===== src/design/sac_pkg.sv =====
// Shared types, constants and geometry function for the LRU cache.
// No dependencies.
package sac_pkg;

    localparam int LINES           = 1024;
    localparam int MAX_WAYS        = 16;
    localparam int AGE_BITS        = 32;
    localparam int LINE_SHIFT      = 5;
    localparam int ASSOC_LINES     = (16 * 1024) / 32;
    localparam int ASSOC_LOG2      = $clog2(ASSOC_LINES);
    localparam int LINES_LOG2      = $clog2(LINES);
    localparam int COL_W           = $clog2(MAX_WAYS);
    localparam int ROWS            = LINES / MAX_WAYS;
    localparam int ROW_W           = $clog2(ROWS);
    localparam int WL_W            = $clog2(COL_W + 1);
    localparam int SB_W            = $clog2(LINES_LOG2 + 1);
    localparam int TAG_W           = 23;
    localparam int ADDR_W          = 32;
    localparam int KB_W            = 3;
    localparam int DIRECT_KB_MAX   = 5;
    localparam int DIRECT_SET_BASE = 5;
    localparam int Q_DEPTH         = 2;
    localparam int IN_W            = 40;
    localparam int OUT_W           = 72;

    // configuration register indexes
    localparam logic [1:0] CFG_WAYS   = 2'd0;
    localparam logic [1:0] CFG_POLICY = 2'd1;
    localparam logic [1:0] CFG_DIRECT = 2'd2;

    // policy codes
    localparam logic [1:0] POL_PLAIN    = 2'd0;
    localparam logic [1:0] POL_NO_ALLOC = 2'd1;
    localparam logic [1:0] POL_PF_ALL   = 2'd2;
    localparam logic [1:0] POL_PF_MISS  = 2'd3;

    typedef struct packed {
        logic                valid;
        logic [TAG_W-1:0]    tag;
        logic [AGE_BITS-1:0] age;
    } line_t;

    typedef line_t [MAX_WAYS-1:0] row_t;

    typedef struct packed {
        logic [ROW_W-1:0] row;
        logic [COL_W-1:0] col;
        logic [TAG_W-1:0] tag;
    } geo_t;

    typedef struct packed {
        logic            store;
        logic            allocate;
        logic            pf_all;
        logic            pf_miss;
        logic [WL_W-1:0] wl;
        geo_t            dem;
        geo_t            pf;
    } desc_t;

    // Locate a line: memory row, column within the row, and tag.
    function automatic geo_t line_geo(input logic [ADDR_W:0] a, input logic direct,
                                      input logic [WL_W-1:0] wl,
                                      input logic [KB_W-1:0] kbl);
        logic [ADDR_W-LINE_SHIFT:0] ln;
        logic [SB_W-1:0]            sb;
        logic [KB_W-1:0]            k;
        logic [LINES_LOG2-1:0]      mask;
        logic [LINES_LOG2-1:0]      entry;
        geo_t                       g;
        ln = a[ADDR_W:LINE_SHIFT];
        k  = (kbl > KB_W'(DIRECT_KB_MAX)) ? KB_W'(DIRECT_KB_MAX) : kbl;
        if (direct) begin
            sb = SB_W'(DIRECT_SET_BASE) + SB_W'(k);
            if (sb > SB_W'(LINES_LOG2)) sb = SB_W'(LINES_LOG2);
        end else begin
            sb = SB_W'(ASSOC_LOG2) - SB_W'(wl);
        end
        mask  = ~({LINES_LOG2{1'b1}} << sb);
        entry = (ln[LINES_LOG2-1:0] & mask) << wl;
        g.row = entry[LINES_LOG2-1:COL_W];
        g.col = entry[COL_W-1:0];
        g.tag = TAG_W'(ln >> sb);
        return g;
    endfunction

endpackage


===== src/design/sac_queue.sv =====
// Short FIFO of classified accesses between front and back end.
// Depends on sac_pkg.
module sac_queue import sac_pkg::*; (
    input  logic  aclk,
    input  logic  aresetn,
    input  logic  push,
    input  desc_t din,
    output logic  full,
    input  logic  pop,
    output logic  valid,
    output desc_t dout
);

    localparam int PTR_W = $clog2(Q_DEPTH);
    localparam int CNT_W = $clog2(Q_DEPTH + 1);

    desc_t            slot_reg [Q_DEPTH];
    logic [PTR_W-1:0] wr_ptr_reg, rd_ptr_reg;
    logic [CNT_W-1:0] count_reg;

    assign full  = (count_reg == CNT_W'(Q_DEPTH));
    assign valid = (count_reg != '0);
    assign dout  = slot_reg[rd_ptr_reg];

    always_ff @(posedge aclk) begin
        if (push) slot_reg[wr_ptr_reg] <= din;
    end

    always_ff @(posedge aclk) begin
        if (!aresetn) begin
            wr_ptr_reg <= '0;
            rd_ptr_reg <= '0;
            count_reg  <= '0;
        end else begin
            if (push) wr_ptr_reg <= (wr_ptr_reg == PTR_W'(Q_DEPTH - 1)) ? '0 : wr_ptr_reg + 1'b1;
            if (pop)  rd_ptr_reg <= (rd_ptr_reg == PTR_W'(Q_DEPTH - 1)) ? '0 : rd_ptr_reg + 1'b1;
            count_reg <= count_reg + CNT_W'(push) - CNT_W'(pop);
        end
    end

endmodule


===== config.mk =====
export PLATFORM = sky130hd
export DESIGN_NAME = sac_queue
export DESIGN_NICKNAME = d
export VERILOG_FILES = /design/src/design/sac_pkg.sv /design/src/design/sac_queue.sv
export SDC_FILE = /design/constraint.sdc
export NUM_CORES = 1
export LEC_CHECK = 0
export BUFFER_PORTS_ARGS = -buffer_cell sky130_fd_sc_hd__buf_2
export CAP_MARGIN = 15
export CORE_ASPECT_RATIO = 0.9
export CORE_MARGIN = 2
export CORE_UTILIZATION = 45
export CTS_CLUSTER_SIZE = 40
export DETAILED_ROUTE_END_ITERATION = 7
export PLACE_DENSITY = 0.72
export SLEW_MARGIN = 15
export SYNTH_ARGS = -nofsm -noshare
export SYNTH_HDL_FRONTEND = slang
export SYNTH_SLANG_ARGS = --single-unit
export TNS_END_PERCENT = 5

===== constraint.sdc =====
create_clock -name aclk -period 3.9 [get_ports aclk]
set_input_delay 0.195 -clock aclk [delete_from_list [all_inputs] [get_ports aclk]]
set_output_delay 0.195 -clock aclk [all_outputs]
set_load 0.01 [all_outputs]

# Word-level counts from Yosys, hierarchy flattened
# Memories as Yosys holds them, arrays and structs flattened. A register that Yosys moved wholly into a read port is not among the register bits.
# Index checks and enable logic that the tools add are counted.
# word_totals
reg_bits	4
ramBits	146
inputBits	77
n_memories	1
elab_cells	16
output_inout_bits	75
# op_classes
add_sub_neg	4
eq_ne	1
mux	6
reduce_logical	1
# mem_list
name	words	width	read_ports	rd_ports_with_merged_regs	wr	line	rtl
slot_reg	2	73	1	1	1	sac_queue.sv:17	desc_t slot_reg [Q_DEPTH];
# op_table
cell	n
1-bit two-way mux	6
1-bit adder, second input constant	2
2-bit by 1-bit adder with 2-bit output	1
2-bit == test, second input constant	1
2-bit nonzero test	1
2-bit by 1-bit subtractor with 2-bit output	1

# Longest topological paths before layout
# logic_depth
depth_word	4
depth_mapped	6
ltp_nobuf	6

# Worst setup path after synthesis
# No wires, ideal clock.
# synth_timing
path_type	register to register
start	register wr_ptr_reg
end	memory slot_reg[0][0] in the netlist's numbering (enable)
stages_incl_launch_ff	2
synth_period_minus_slack_ps	4080
n_path_buf	0
t_arrival_ps	3566
setup_time_ps	514
setup_slack_ps	-180
required_ps	3386
cell_sequence	dfxtp_1 > nor2b_1
# synth_rtl
element	line	rtl
start: declaration	sac_queue.sv:18	logic [PTR_W-1:0] wr_ptr_reg, rd_ptr_reg;
start signal: assignment	sac_queue.sv:35	if (push) wr_ptr_reg <= (wr_ptr_reg == PTR_W'(Q_DEPTH - 1)) ? '0 : wr_ptr_reg + 1'b1;
end: declaration	sac_queue.sv:17	
# Straight into the memory's write port.

==> run summary <==
P per Cell Area: 519 nW/um2
Worst VDD drop: 0.000328 V
grt ovf: 0
Layout Nets: 564
CTS max path bufs: 2
Tightest Pin Transition: 1.03 ns
DRT Pass-1 Iters: 6
Crit. End Element: output pin
status: complete, no violations
share of post-route cells with drive strength above 1: 52.1%
clock tree root driver cell: clkbuf_16
gr usage total: 15.8%
startpoint types: flop
Initial Util: 46.1%
I/O Buffers: 151
largest cells by area after synthesis: edfxtp_1 (75%), mux2_4 (18%), buf_12 (2.4%)
H-Tree Depth: 4
highest routing layer actually used: met4
die area: 13900 um2
cts bufs inserted: 17
Worst Slack Setup Final: 1.63 ns
dpl hpwl: 6110 um
Final setup viols: 0
antenna diode count: 0
area occupied by multi-input gates: 1210 um2
DR WL met3: 724 um
Synth top cells by count: edfxtp_1 (146), mux2_4 (70), buf_12 (7), dfxtp_1 (5)
die height: 112 um
slowest CP cell: dfxtp_4
Buf+Inv Stages, Crit Path: 2
cell taking the most area after synthesis: edfxtp_1
Hold WC Path Type: in2reg
Final ANT Viol Nets: 0
post-cts sizing count: 0
flops & latches, synth: 151
number of max-cap violations: 0
vias in the first global route: 3311
fillers: 895
Post-synth EDFFs: 146
setup slack after placement: 2.06 ns
Worst-Skew Late Latency: 0.42 ns
Worst-path clk slew: 0.06 ns
Mapped Avg Cell Area: 23.6 um2
register area: 4490 um2
area delta synth->final: 38.3%
Peak Freq: 441 MHz
via count: 3131
initial DRC count: 158
count of cell types in the netlist: 14
synth warn: 0
Die Width: 124 um
top-count cell post-synth: edfxtp_1
Crit path required time: 3.70 ns
gp weighted congestion: 0.702
syn nets: 327
Top FF cell, synth: edfxtp_1
Max Slew Vio Count: 0
largest net degree at the start of global routing: 75
DRT Wirelength: 10700 um
Leak Pwr: 3.25 nW
worst path cell trace: buf_12 > mux2_4 > buf_2
clk_skew: 0.00475 ns
Post-route DRC: 0
setup_tns: 0 ns
final hold violations: 0
crit path time final: 2.27 ns
Mapped Area: 5850 um2
met1 WL: 4410 um
Rows: 39
Async S/R FF share, synth: 0%
DR WL/cell: 16.2 um
max incr delay on CP: 0.72 ns
num ports: 152
number of clock sinks: 151
core region area: 12700 um2
Slew HR: 31.6%
Worst Path Arrival: 2.07 ns
delay-heaviest family, CP: flip-flops
post-synth top area share: 75.0%
routed wl met2: 5320 um
initial antenna violation count: 0
Post-Synthesis Cells: 248
CTS tree: built
number of flip-flops in the largest register: 146
RSZ-0062 raised after global routing: false
crit-path max FO: 43
routed vias/inst: 4.74
post-route clock period utilization: 58.1%
Setup CP Type: reg2out
global-route wire length before repair: 16200 um
Seq/Total Area, Yosys: 76.7%
==> cell families after synthesis <==
group                      count (synthesis)  synth area share, %
AOI/OAI and AO/OA                          1                0.128
xor gates and xnor gates                   2                0.535
and+or+nand+nor                            9                0.963
muxes                                     73                 18.5
buffers and inverters                     10                 2.72
DFF                                      151                 76.7
adders and majority gates                  2                0.428
==> area by class of cell <==
cell class                 instances  share of cell area (%)
inverter                           2                  0.0928
clock inverter                    13                    2.83
tap                              164                    2.54
sequential                       151                    55.5
multi-input combinational         87                    15.0
timing repair buffer             226                    18.7
clock buffer                      18                    5.31
==> cell usage in the layout (no fill, tap or decap) <==
| cell | netlist | routed |
|---|---|---|
| buf_12 | 7 | 1 |
| bufinv_16 | 0 | 6 |
| ha_1 | 2 | 2 |
| o21a_1 | 1 | 1 |
| nor2b_1 | 4 | 3 |
| clkbuf_1 | 0 | 1 |
| clkinv_2 | 0 | 1 |
| dfxtp_1 | 5 | 4 |
| buf_2 | 0 | 151 |
| clkinv_4 | 0 | 2 |
| and2_1 | 4 | 3 |
| clkbuf_16 | 0 | 17 |
| dfxtp_4 | 0 | 1 |
| buf_4 | 0 | 1 |
| or2_2 | 1 | 1 |
| xnor3_1 | 1 | 1 |
| dlygate4sd3_1 | 0 | 73 |
| xor2_1 | 1 | 1 |
| clkinv_1 | 0 | 1 |
| inv_1 | 2 | 2 |
| mux2_2 | 3 | 3 |
| and2_4 | 0 | 1 |
| mux2_4 | 70 | 70 |
| clkinvlp_4 | 0 | 3 |
| edfxtp_1 | 146 | 146 |
| nor2b_4 | 0 | 1 |
==> through the flow <==
step | utilization, % | area (um2) | hold WS, ns | power [mW] | cells
global placement | 52.8 | 6700 | 0.382 | 2.36 | 557
global route | 63.7 | 8090 | 0.0351 | 4.34 | 661
finish | 63.7 | 8090 | 0.0441 | 4.20 | 661
CTS | 63.7 | 8090 | 0.0195 | 4.24 | 661
detailed placement | 52.8 | 6700 | 0.387 | 2.37 | 557
floorplan | - | 5850 | 0.294 | 2.23 | 248
==> repair_timing <==
action / CTS / global route
endpoints found under the hold margin: 146 / 0
endpoints found under the setup margin: 0 / 0
buffers inserted: 0 / 0
hold buffers: 73 / 0
==> where the power goes <==
| group | total (mW) | leakage (nW) | switching (mW) | internal [mW] |
|---|---|---|---|---|
| Sequential | 1.92 | 1.41 | 0.0408 | 1.88 |
| Clock | 1.80 | 0.310 | 0.609 | 1.19 |
| Combinational | 0.475 | 1.52 | 0.200 | 0.276 |
==> path summary, 6_finish.rpt <==
| check | start | endpoint | slack [ns] | depth (start not counted) |
|---|---|---|---|---|
| min | aresetn | flop | 0.04 | 2 |
| max reg2reg | wr_ptr_reg | slot_reg[1][72] | 2.23 | 1 |
| max | flop | dout[71] | 1.63 | 3 |
| min reg2reg | rd_ptr_reg | flop | 0.59 | 2 |
==> routing by layer <==
| layer | up-vias | track usage, % |
|---|---|---|
| met5 | - | 0 |
| met1 | 1535 | 18.2 |
| li1 | 1457 | - |
| met2 | 118 | 26.2 |
| met4 | 0 | 7.04 |
| met3 | 21 | 5.95 |
No activity file was read; power rests on OpenSTA's default activity.
