===== src/design/sac_pkg.sv =====
// Shared types, constants and geometry function for the LRU cache.
// No dependencies.
package sac_pkg;

    localparam int LINES           = 1024;
    localparam int MAX_WAYS        = 16;
    localparam int AGE_BITS        = 32;
    localparam int LINE_SHIFT      = 5;
    localparam int ASSOC_LINES     = (16 * 1024) / 32;
    localparam int ASSOC_LOG2      = $clog2(ASSOC_LINES);
    localparam int LINES_LOG2      = $clog2(LINES);
    localparam int COL_W           = $clog2(MAX_WAYS);
    localparam int ROWS            = LINES / MAX_WAYS;
    localparam int ROW_W           = $clog2(ROWS);
    localparam int WL_W            = $clog2(COL_W + 1);
    localparam int SB_W            = $clog2(LINES_LOG2 + 1);
    localparam int TAG_W           = 23;
    localparam int ADDR_W          = 32;
    localparam int KB_W            = 3;
    localparam int DIRECT_KB_MAX   = 5;
    localparam int DIRECT_SET_BASE = 5;
    localparam int Q_DEPTH         = 2;
    localparam int IN_W            = 40;
    localparam int OUT_W           = 72;

    // configuration register indexes
    localparam logic [1:0] CFG_WAYS   = 2'd0;
    localparam logic [1:0] CFG_POLICY = 2'd1;
    localparam logic [1:0] CFG_DIRECT = 2'd2;

    // policy codes
    localparam logic [1:0] POL_PLAIN    = 2'd0;
    localparam logic [1:0] POL_NO_ALLOC = 2'd1;
    localparam logic [1:0] POL_PF_ALL   = 2'd2;
    localparam logic [1:0] POL_PF_MISS  = 2'd3;

    typedef struct packed {
        logic                valid;
        logic [TAG_W-1:0]    tag;
        logic [AGE_BITS-1:0] age;
    } line_t;

    typedef line_t [MAX_WAYS-1:0] row_t;

    typedef struct packed {
        logic [ROW_W-1:0] row;
        logic [COL_W-1:0] col;
        logic [TAG_W-1:0] tag;
    } geo_t;

    typedef struct packed {
        logic            store;
        logic            allocate;
        logic            pf_all;
        logic            pf_miss;
        logic [WL_W-1:0] wl;
        geo_t            dem;
        geo_t            pf;
    } desc_t;

    // Locate a line: memory row, column within the row, and tag.
    function automatic geo_t line_geo(input logic [ADDR_W:0] a, input logic direct,
                                      input logic [WL_W-1:0] wl,
                                      input logic [KB_W-1:0] kbl);
        logic [ADDR_W-LINE_SHIFT:0] ln;
        logic [SB_W-1:0]            sb;
        logic [KB_W-1:0]            k;
        logic [LINES_LOG2-1:0]      mask;
        logic [LINES_LOG2-1:0]      entry;
        geo_t                       g;
        ln = a[ADDR_W:LINE_SHIFT];
        k  = (kbl > KB_W'(DIRECT_KB_MAX)) ? KB_W'(DIRECT_KB_MAX) : kbl;
        if (direct) begin
            sb = SB_W'(DIRECT_SET_BASE) + SB_W'(k);
            if (sb > SB_W'(LINES_LOG2)) sb = SB_W'(LINES_LOG2);
        end else begin
            sb = SB_W'(ASSOC_LOG2) - SB_W'(wl);
        end
        mask  = ~({LINES_LOG2{1'b1}} << sb);
        entry = (ln[LINES_LOG2-1:0] & mask) << wl;
        g.row = entry[LINES_LOG2-1:COL_W];
        g.col = entry[COL_W-1:0];
        g.tag = TAG_W'(ln >> sb);
        return g;
    endfunction

endpackage


===== src/design/sac_front.sv =====
// Front end: configuration registers and classification of accesses.
// Depends on sac_pkg.
module sac_front import sac_pkg::*; (
    input  logic             aclk,
    input  logic             aresetn,
    input  logic             cfg_valid,
    output logic             cfg_ready,
    input  logic [1:0]       cfg_index,
    input  logic [KB_W-1:0]  cfg_data,
    input  logic             s_tvalid,
    output logic             s_tready,
    input  logic [IN_W-1:0]  s_tdata,
    input  logic             clearing,
    input  logic             q_full,
    output logic             q_push,
    output desc_t            q_din
);

    logic [KB_W-1:0] ways_log2_reg, ways_log2_next;
    logic [1:0]      policy_reg, policy_next;
    logic [KB_W-1:0] direct_kb_reg, direct_kb_next;
    logic [WL_W-1:0] wl_eff;
    logic            direct;
    logic            store;
    logic [ADDR_W:0] a_dem, a_pf;

    assign cfg_ready = 1'b1;

    always_comb begin
        ways_log2_next = ways_log2_reg;
        policy_next    = policy_reg;
        direct_kb_next = direct_kb_reg;
        if (cfg_valid) begin
            unique case (cfg_index)
                CFG_WAYS:   ways_log2_next = cfg_data;
                CFG_POLICY: policy_next    = cfg_data[1:0];
                CFG_DIRECT: direct_kb_next = cfg_data;
                default:    ;
            endcase
        end
    end

    always_ff @(posedge aclk) begin
        if (!aresetn) begin
            ways_log2_reg <= '0;
            policy_reg    <= POL_PLAIN;
            direct_kb_reg <= KB_W'(4);
        end else begin
            ways_log2_reg <= ways_log2_next;
            policy_reg    <= policy_next;
            direct_kb_reg <= direct_kb_next;
        end
    end

    // Clamp associativity to what the row holds.
    assign wl_eff = (ways_log2_reg > KB_W'(COL_W)) ? WL_W'(COL_W) : WL_W'(ways_log2_reg);
    assign direct = (wl_eff == '0);
    assign store  = s_tdata[0];
    assign a_dem  = {1'b0, s_tdata[ADDR_W:1]};
    assign a_pf   = a_dem + (ADDR_W+1)'(1 << LINE_SHIFT);

    assign s_tready = !clearing && !q_full;
    assign q_push   = s_tvalid && s_tready;

    always_comb begin
        q_din.store    = store;
        q_din.allocate = direct || !(policy_reg == POL_NO_ALLOC && store);
        q_din.pf_all   = !direct && (policy_reg == POL_PF_ALL);
        q_din.pf_miss  = !direct && (policy_reg == POL_PF_MISS);
        q_din.wl       = wl_eff;
        q_din.dem      = line_geo(a_dem, direct, wl_eff, direct_kb_reg);
        q_din.pf       = line_geo(a_pf, direct, wl_eff, direct_kb_reg);
    end

endmodule


===== config.mk =====
export PLATFORM = sky130hd
export DESIGN_NAME = sac_front
export DESIGN_NICKNAME = d
export VERILOG_FILES = /design/src/design/sac_pkg.sv /design/src/design/sac_front.sv
export SDC_FILE = /design/constraint.sdc
export NUM_CORES = 1
export LEC_CHECK = 0
export ABC_AREA = 0
export ABC_CLOCK_PERIOD_IN_PS = 4100
export BUFFER_PORTS_ARGS = -buffer_cell sky130_fd_sc_hd__buf_4
export CORE_UTILIZATION = 25
export DETAILED_ROUTE_END_ITERATION = 12
export PLACE_DENSITY = 0.42
export SLEW_MARGIN = 20
export SYNTH_ARGS = -nofsm -noshare
export SYNTH_HDL_FRONTEND = slang
export SYNTH_SLANG_ARGS = --single-unit

===== constraint.sdc =====
create_clock -name aclk -period 4.1 [get_ports aclk]
set_clock_uncertainty 0.05 [all_clocks]
set_input_delay 0.82 -clock aclk [delete_from_list [all_inputs] [get_ports aclk]]
set_output_delay 0.82 -clock aclk [all_outputs]
set_load 0.1 [all_outputs]

---- Word-level counts from Yosys, hierarchy flattened ----
Index checks and enable logic that the tools add are counted.
storage, ports and cells
  output and inout port bits .............. 76
  logic and storage cells ................. 41
  register bits ........................... 8
  input port bits ......................... 51
cells by class
  shift operators ......................... 5
  equal/unequal tests ..................... 5
  add/sub/neg operators ................... 3
  reduce and logical (&&, ||, !) cells .... 15
  multiplexer cells ....................... 4
  bitwise operators ....................... 3
  order comparisons ....................... 3
operators with widths
  cell                     number
  $add A32 B6 Y33 const B  1
  $shr A28 B4 Y23          1
  $shr A27 B4 Y23          1
  $and A10 B10 Y10         2
  $shl A10 B3 Y10          2
  $not A10 Y10             1
  $shl A10 B4 Y10 const A  1
  $mux W4                  2
  $eq A2 B2 Y1 const B     3
  $gt A3 B3 Y1 const B     2
  $mux W3                  2
  $reduce_and A2 Y1        3
  $logic_and A1 B1 Y1      5
  $add A3 B3 Y4 const A    1
  $eq A2 B1 Y1 const B     2
  $gt A4 B4 Y1 const B     1
  $logic_not A1 Y1         4
  $sub A4 B3 Y4 const A    1
  $logic_not A3 Y1         1
  $logic_not A2 Y1         1
  $logic_or A1 B1 Y1       1

---- Logic depth before layout (Yosys ltp) ----
  word-level depth ........................ 10
  gate-level depth with buffers ........... 12
  mapped depth without buffers ............ 9

---- Least setup slack after synthesis ----
Ideal clock, no wire load.
  path kind ............................... input to output
  from .................................... input s_tdata[15]
  to ...................................... output q_din[8] in the netlist's numbering
  cell stages on the path ................. 9
  required time ........................... 3230 ps
  slack ................................... -2043 ps
  buffers on the path ..................... 2
  arrival ................................. 5273 ps
  cells stage by stage .................... buf_2 > nand3_2 > nor4_2 > clkbuf_1 > nand3_1 > and3b_1 > nor2_1 > o22ai_1 > nor4_1
RTL lines
  element      RTL line         RTL
  from (decl)  sac_front.sv:12  input logic [IN_W-1:0] s_tdata,
  to (decl)    sac_front.sv:16  output desc_t q_din

==> results.toml <==
[run_status]
outcome = "completed"

[clock_network]
clock-sinks = 8
insertion_delay_ps = 230
path_clk_slew_ps = 30
cts_root_buf = "clkbuf_16"
cts_buffers = 3
cts_buffer_depth = 2
cts_tree = "built"
htree_levels = 1
ctsHoldBuffers = 0

[placement]
io_buffers = 113
place_hpwl_um = 15700
gp_congestion = 0.894
dp_slack_ps = -105
place_inst = 998

[layout]
diodes = 0
syn_to_final_growth_pct = 69.6
final_cells = 1016
drive_above_1_share_pct = 43.0
finalNetCount = 855
utilization_pct = 43.3

[die]
die_area_um2 = 16700
core_area_um2 = 15900
floorplan.initialDensity_pct = 25.6
dieHeight_um = 129
rows = 46
die_x_um = 129
io_pins = 127

[setup_path]
critPathBufInv = 4
required_ps = 3230
end_kind = "output port"
slowest_delay_ps = 480
start_kind = "input pin"
reg2regPathDepth = 5
cp_data_arrival_time_ps = 3160
crit_type = "in2out"
path_max_fanout = 4
cp.depth = 12
crit_family = "simple AND/OR/NAND/NOR gates"
path_cells = "buf_4 -> ha_4 -> nand4_1 -> or4_4 -> buf_12 -> nor3_4 -> xnor2_2 -> mux2i_4 -> a222oi_1 -> buf_4 -> a22oi_2 -> buf_12"
crit_path_top_delay_cell = "or4_4"

[synth]
syn-num-nets = 689
synth_cells = 636
avgSynthCellArea_um2 = 6.38
synth-edff-count = 0
synthTopCellsByArea = "mux2i_1 16%, nand2_1 8.0%, nor2_1 5.5%, o21ai_0 4.9%, a21oi_1 4.4%"
async_reset_ff_share_pct = 0
synthesis.area_um2 = 4060
synth_top_area_share_pct = 15.8
synth_seq_cells = 8
yosysSeqAreaShare_pct = 3.95
synth_ff_type = "dfxtp_1"
yosysWarnings = 0
yosys.cell_types.count = 72
synth_top_area_cell = "mux2i_1"

[drt]
drc = 0
maxUsedRoutingLayer = "met4"
drtIter0Drc = 469
ant_nets = 0
dr_wl_met3_um = 938
met2_wirelength_um = 9220
totalWireLength_um = 20200
viasPerCell = 5.63
met1_length_um = 9940
post_drt_wl_per_cell_um = 19.9
drtPass1Iterations = 5
dr_total_vias = 5717

[sta]
worst_slew_pin_slew_ps = 826
slew_viol_final = 0
setup_viol = 0
finalCritPeriodShare_pct = 98.4
relSlewSlack_pct = 45.0
worst_slack_ps = 65.5
rsz0062_at_grt = "true"
max_freq_mhz = 248
hold_violations = 0
finalWorstPathRequiredPeriod_ps = 4030
finalHoldWorstSlack_ps = 510

[power_and_ir_drop]
power.density_nw_per_um2 = 349
finalPower_mw = 2.40
p_leak_nw = 2.81
vdd_ir_drop_max_v = 0.000228

[run]
cap_violations = 0

[grt]
antenna_found_initial = 0
grt_usage_pct = 23.4
grt_max_degree = 41
grt_pass1_wl_um = 30600
grt_pass1_vias = 5386
overflow = 0

[min_path]
hold_depth = 2
hold_class = "reg2reg"
## worst reg2reg max path, stage by stage (launching register included)
cell and delay, ps:
dfxtp_1 310, buf_4 290, inv_1 240, nor2_1 180, a21oi_1 60, nor2b_1 120
## power breakdown
part	internal, mW	total, mW	switching (mW)
logic	0.659	2.16	1.50
clock network	0.126	0.164	0.0383
registers	0.0802	0.0829	0.00277
total	0.865	2.40	1.54
## per-stage QoR
stage / area, um^2 / setup TNS, ps
5_1_grt: 6880 / -115
3_3_place_gp: 6180 / -161
4_1_cts: 6600 / -28.9
3_5_place_dp: 6180 / -189
6_report: 6880 / 0
2_1_floorplan: 4550 / -3780
## synthesized netlist by cell type, drive strengths merged, types with 5 or more instances
cell and instances:
nand2 86, mux2i 64, nor2 60, o21ai 41, clkbuf 38, a21oi 36
buf 31, nand3 23, a211oi 21, nor3 17, a22oi 14, nand4 13
a31oi 12, and3 12, o22ai 12, o221ai 11, nor2b 10, nor4 10
dfxtp 8, inv 8, o211ai 8, xnor2 8, a221oi 6, mux2 6
xor2 5
## final timing paths
| kind | to | from | slack, ps |
|---|---|---|---|
| max | q_din[12] | s_tdata[7] | 70 |
| min | policy_reg[1]$_SDFFE_PN0P_ | policy_reg[1]$_SDFFE_PN0P_ | 510 |
| max reg2reg | ways_log2_reg[2]$_SDFFE_PN0P_ | ways_log2_reg[2]$_SDFFE_PN0P_ | 2790 |
| min reg2reg | policy_reg[1]$_SDFFE_PN0P_ | policy_reg[1]$_SDFFE_PN0P_ | 510 |
## layout by cell type, fill, tap and decap left out, types with 7 or more instances in the layout
master and instances:
buf_4 195, nor2b_1 8, o21ai_2 13, xnor2_1 7
a31oi_1 11, a21oi_2 7, nand2_1 84, a22oi_1 13
a211oi_1 14, buf_6 13, nand3_1 22, inv_1 8
nand4_1 12, a21oi_1 26, nor3_1 12, nor2_1 55
o21ai_0 21, mux2i_1 52, buf_12 15, o22ai_1 10
mux2i_2 7, o211ai_1 8, and3_1 11
## repair_timing
| action | 4_1_cts | 5_1_grt |
|---|---|---|
| endpoints found under the setup margin | 33 | 56 |
| buffers inserted | 9 | 5 |
| pin swaps | 13 | 13 |
| cloned | 2 | 1 |
| gates resized for setup | 54 | 49 |
## kinds of logic (layout without fill, tap and decap cells)
logic type / count (synthesis) / count (layout) / share of synthesized area [%]
xor gates and xnor gates: 13 / 13 / 2.81
and+or+nand+nor: 255 / 255 / 30.7
AOI/OAI and AO/OA: 210 / 210 / 35.9
adders and majority gates: 2 / 2 / 0.616
DFF: 8 / 8 / 3.95
buffers and inverters: 77 / 241 / 8.51
other: 1 / 1 / 0.0924
muxes: 70 / 70 / 17.4
## area by class of cell
class	count	area (um^2)
clock buffers	3	75.1
flip-flops and latches	8	168
inverters	8	30.0
well taps	216	270
fillers	1698	9000
repair buffers	230	2060
multi-input cells	551	4280
## routing by layer
layer / vias up / GRT usage [%]
met4: 0 / 3.15
met5: - / 0
met3: 12 / 2.15
met2: 169 / 37.2
li1: 2759 / -
met1: 2777 / 34.7
No activity file was read; power rests on OpenSTA's default activity.
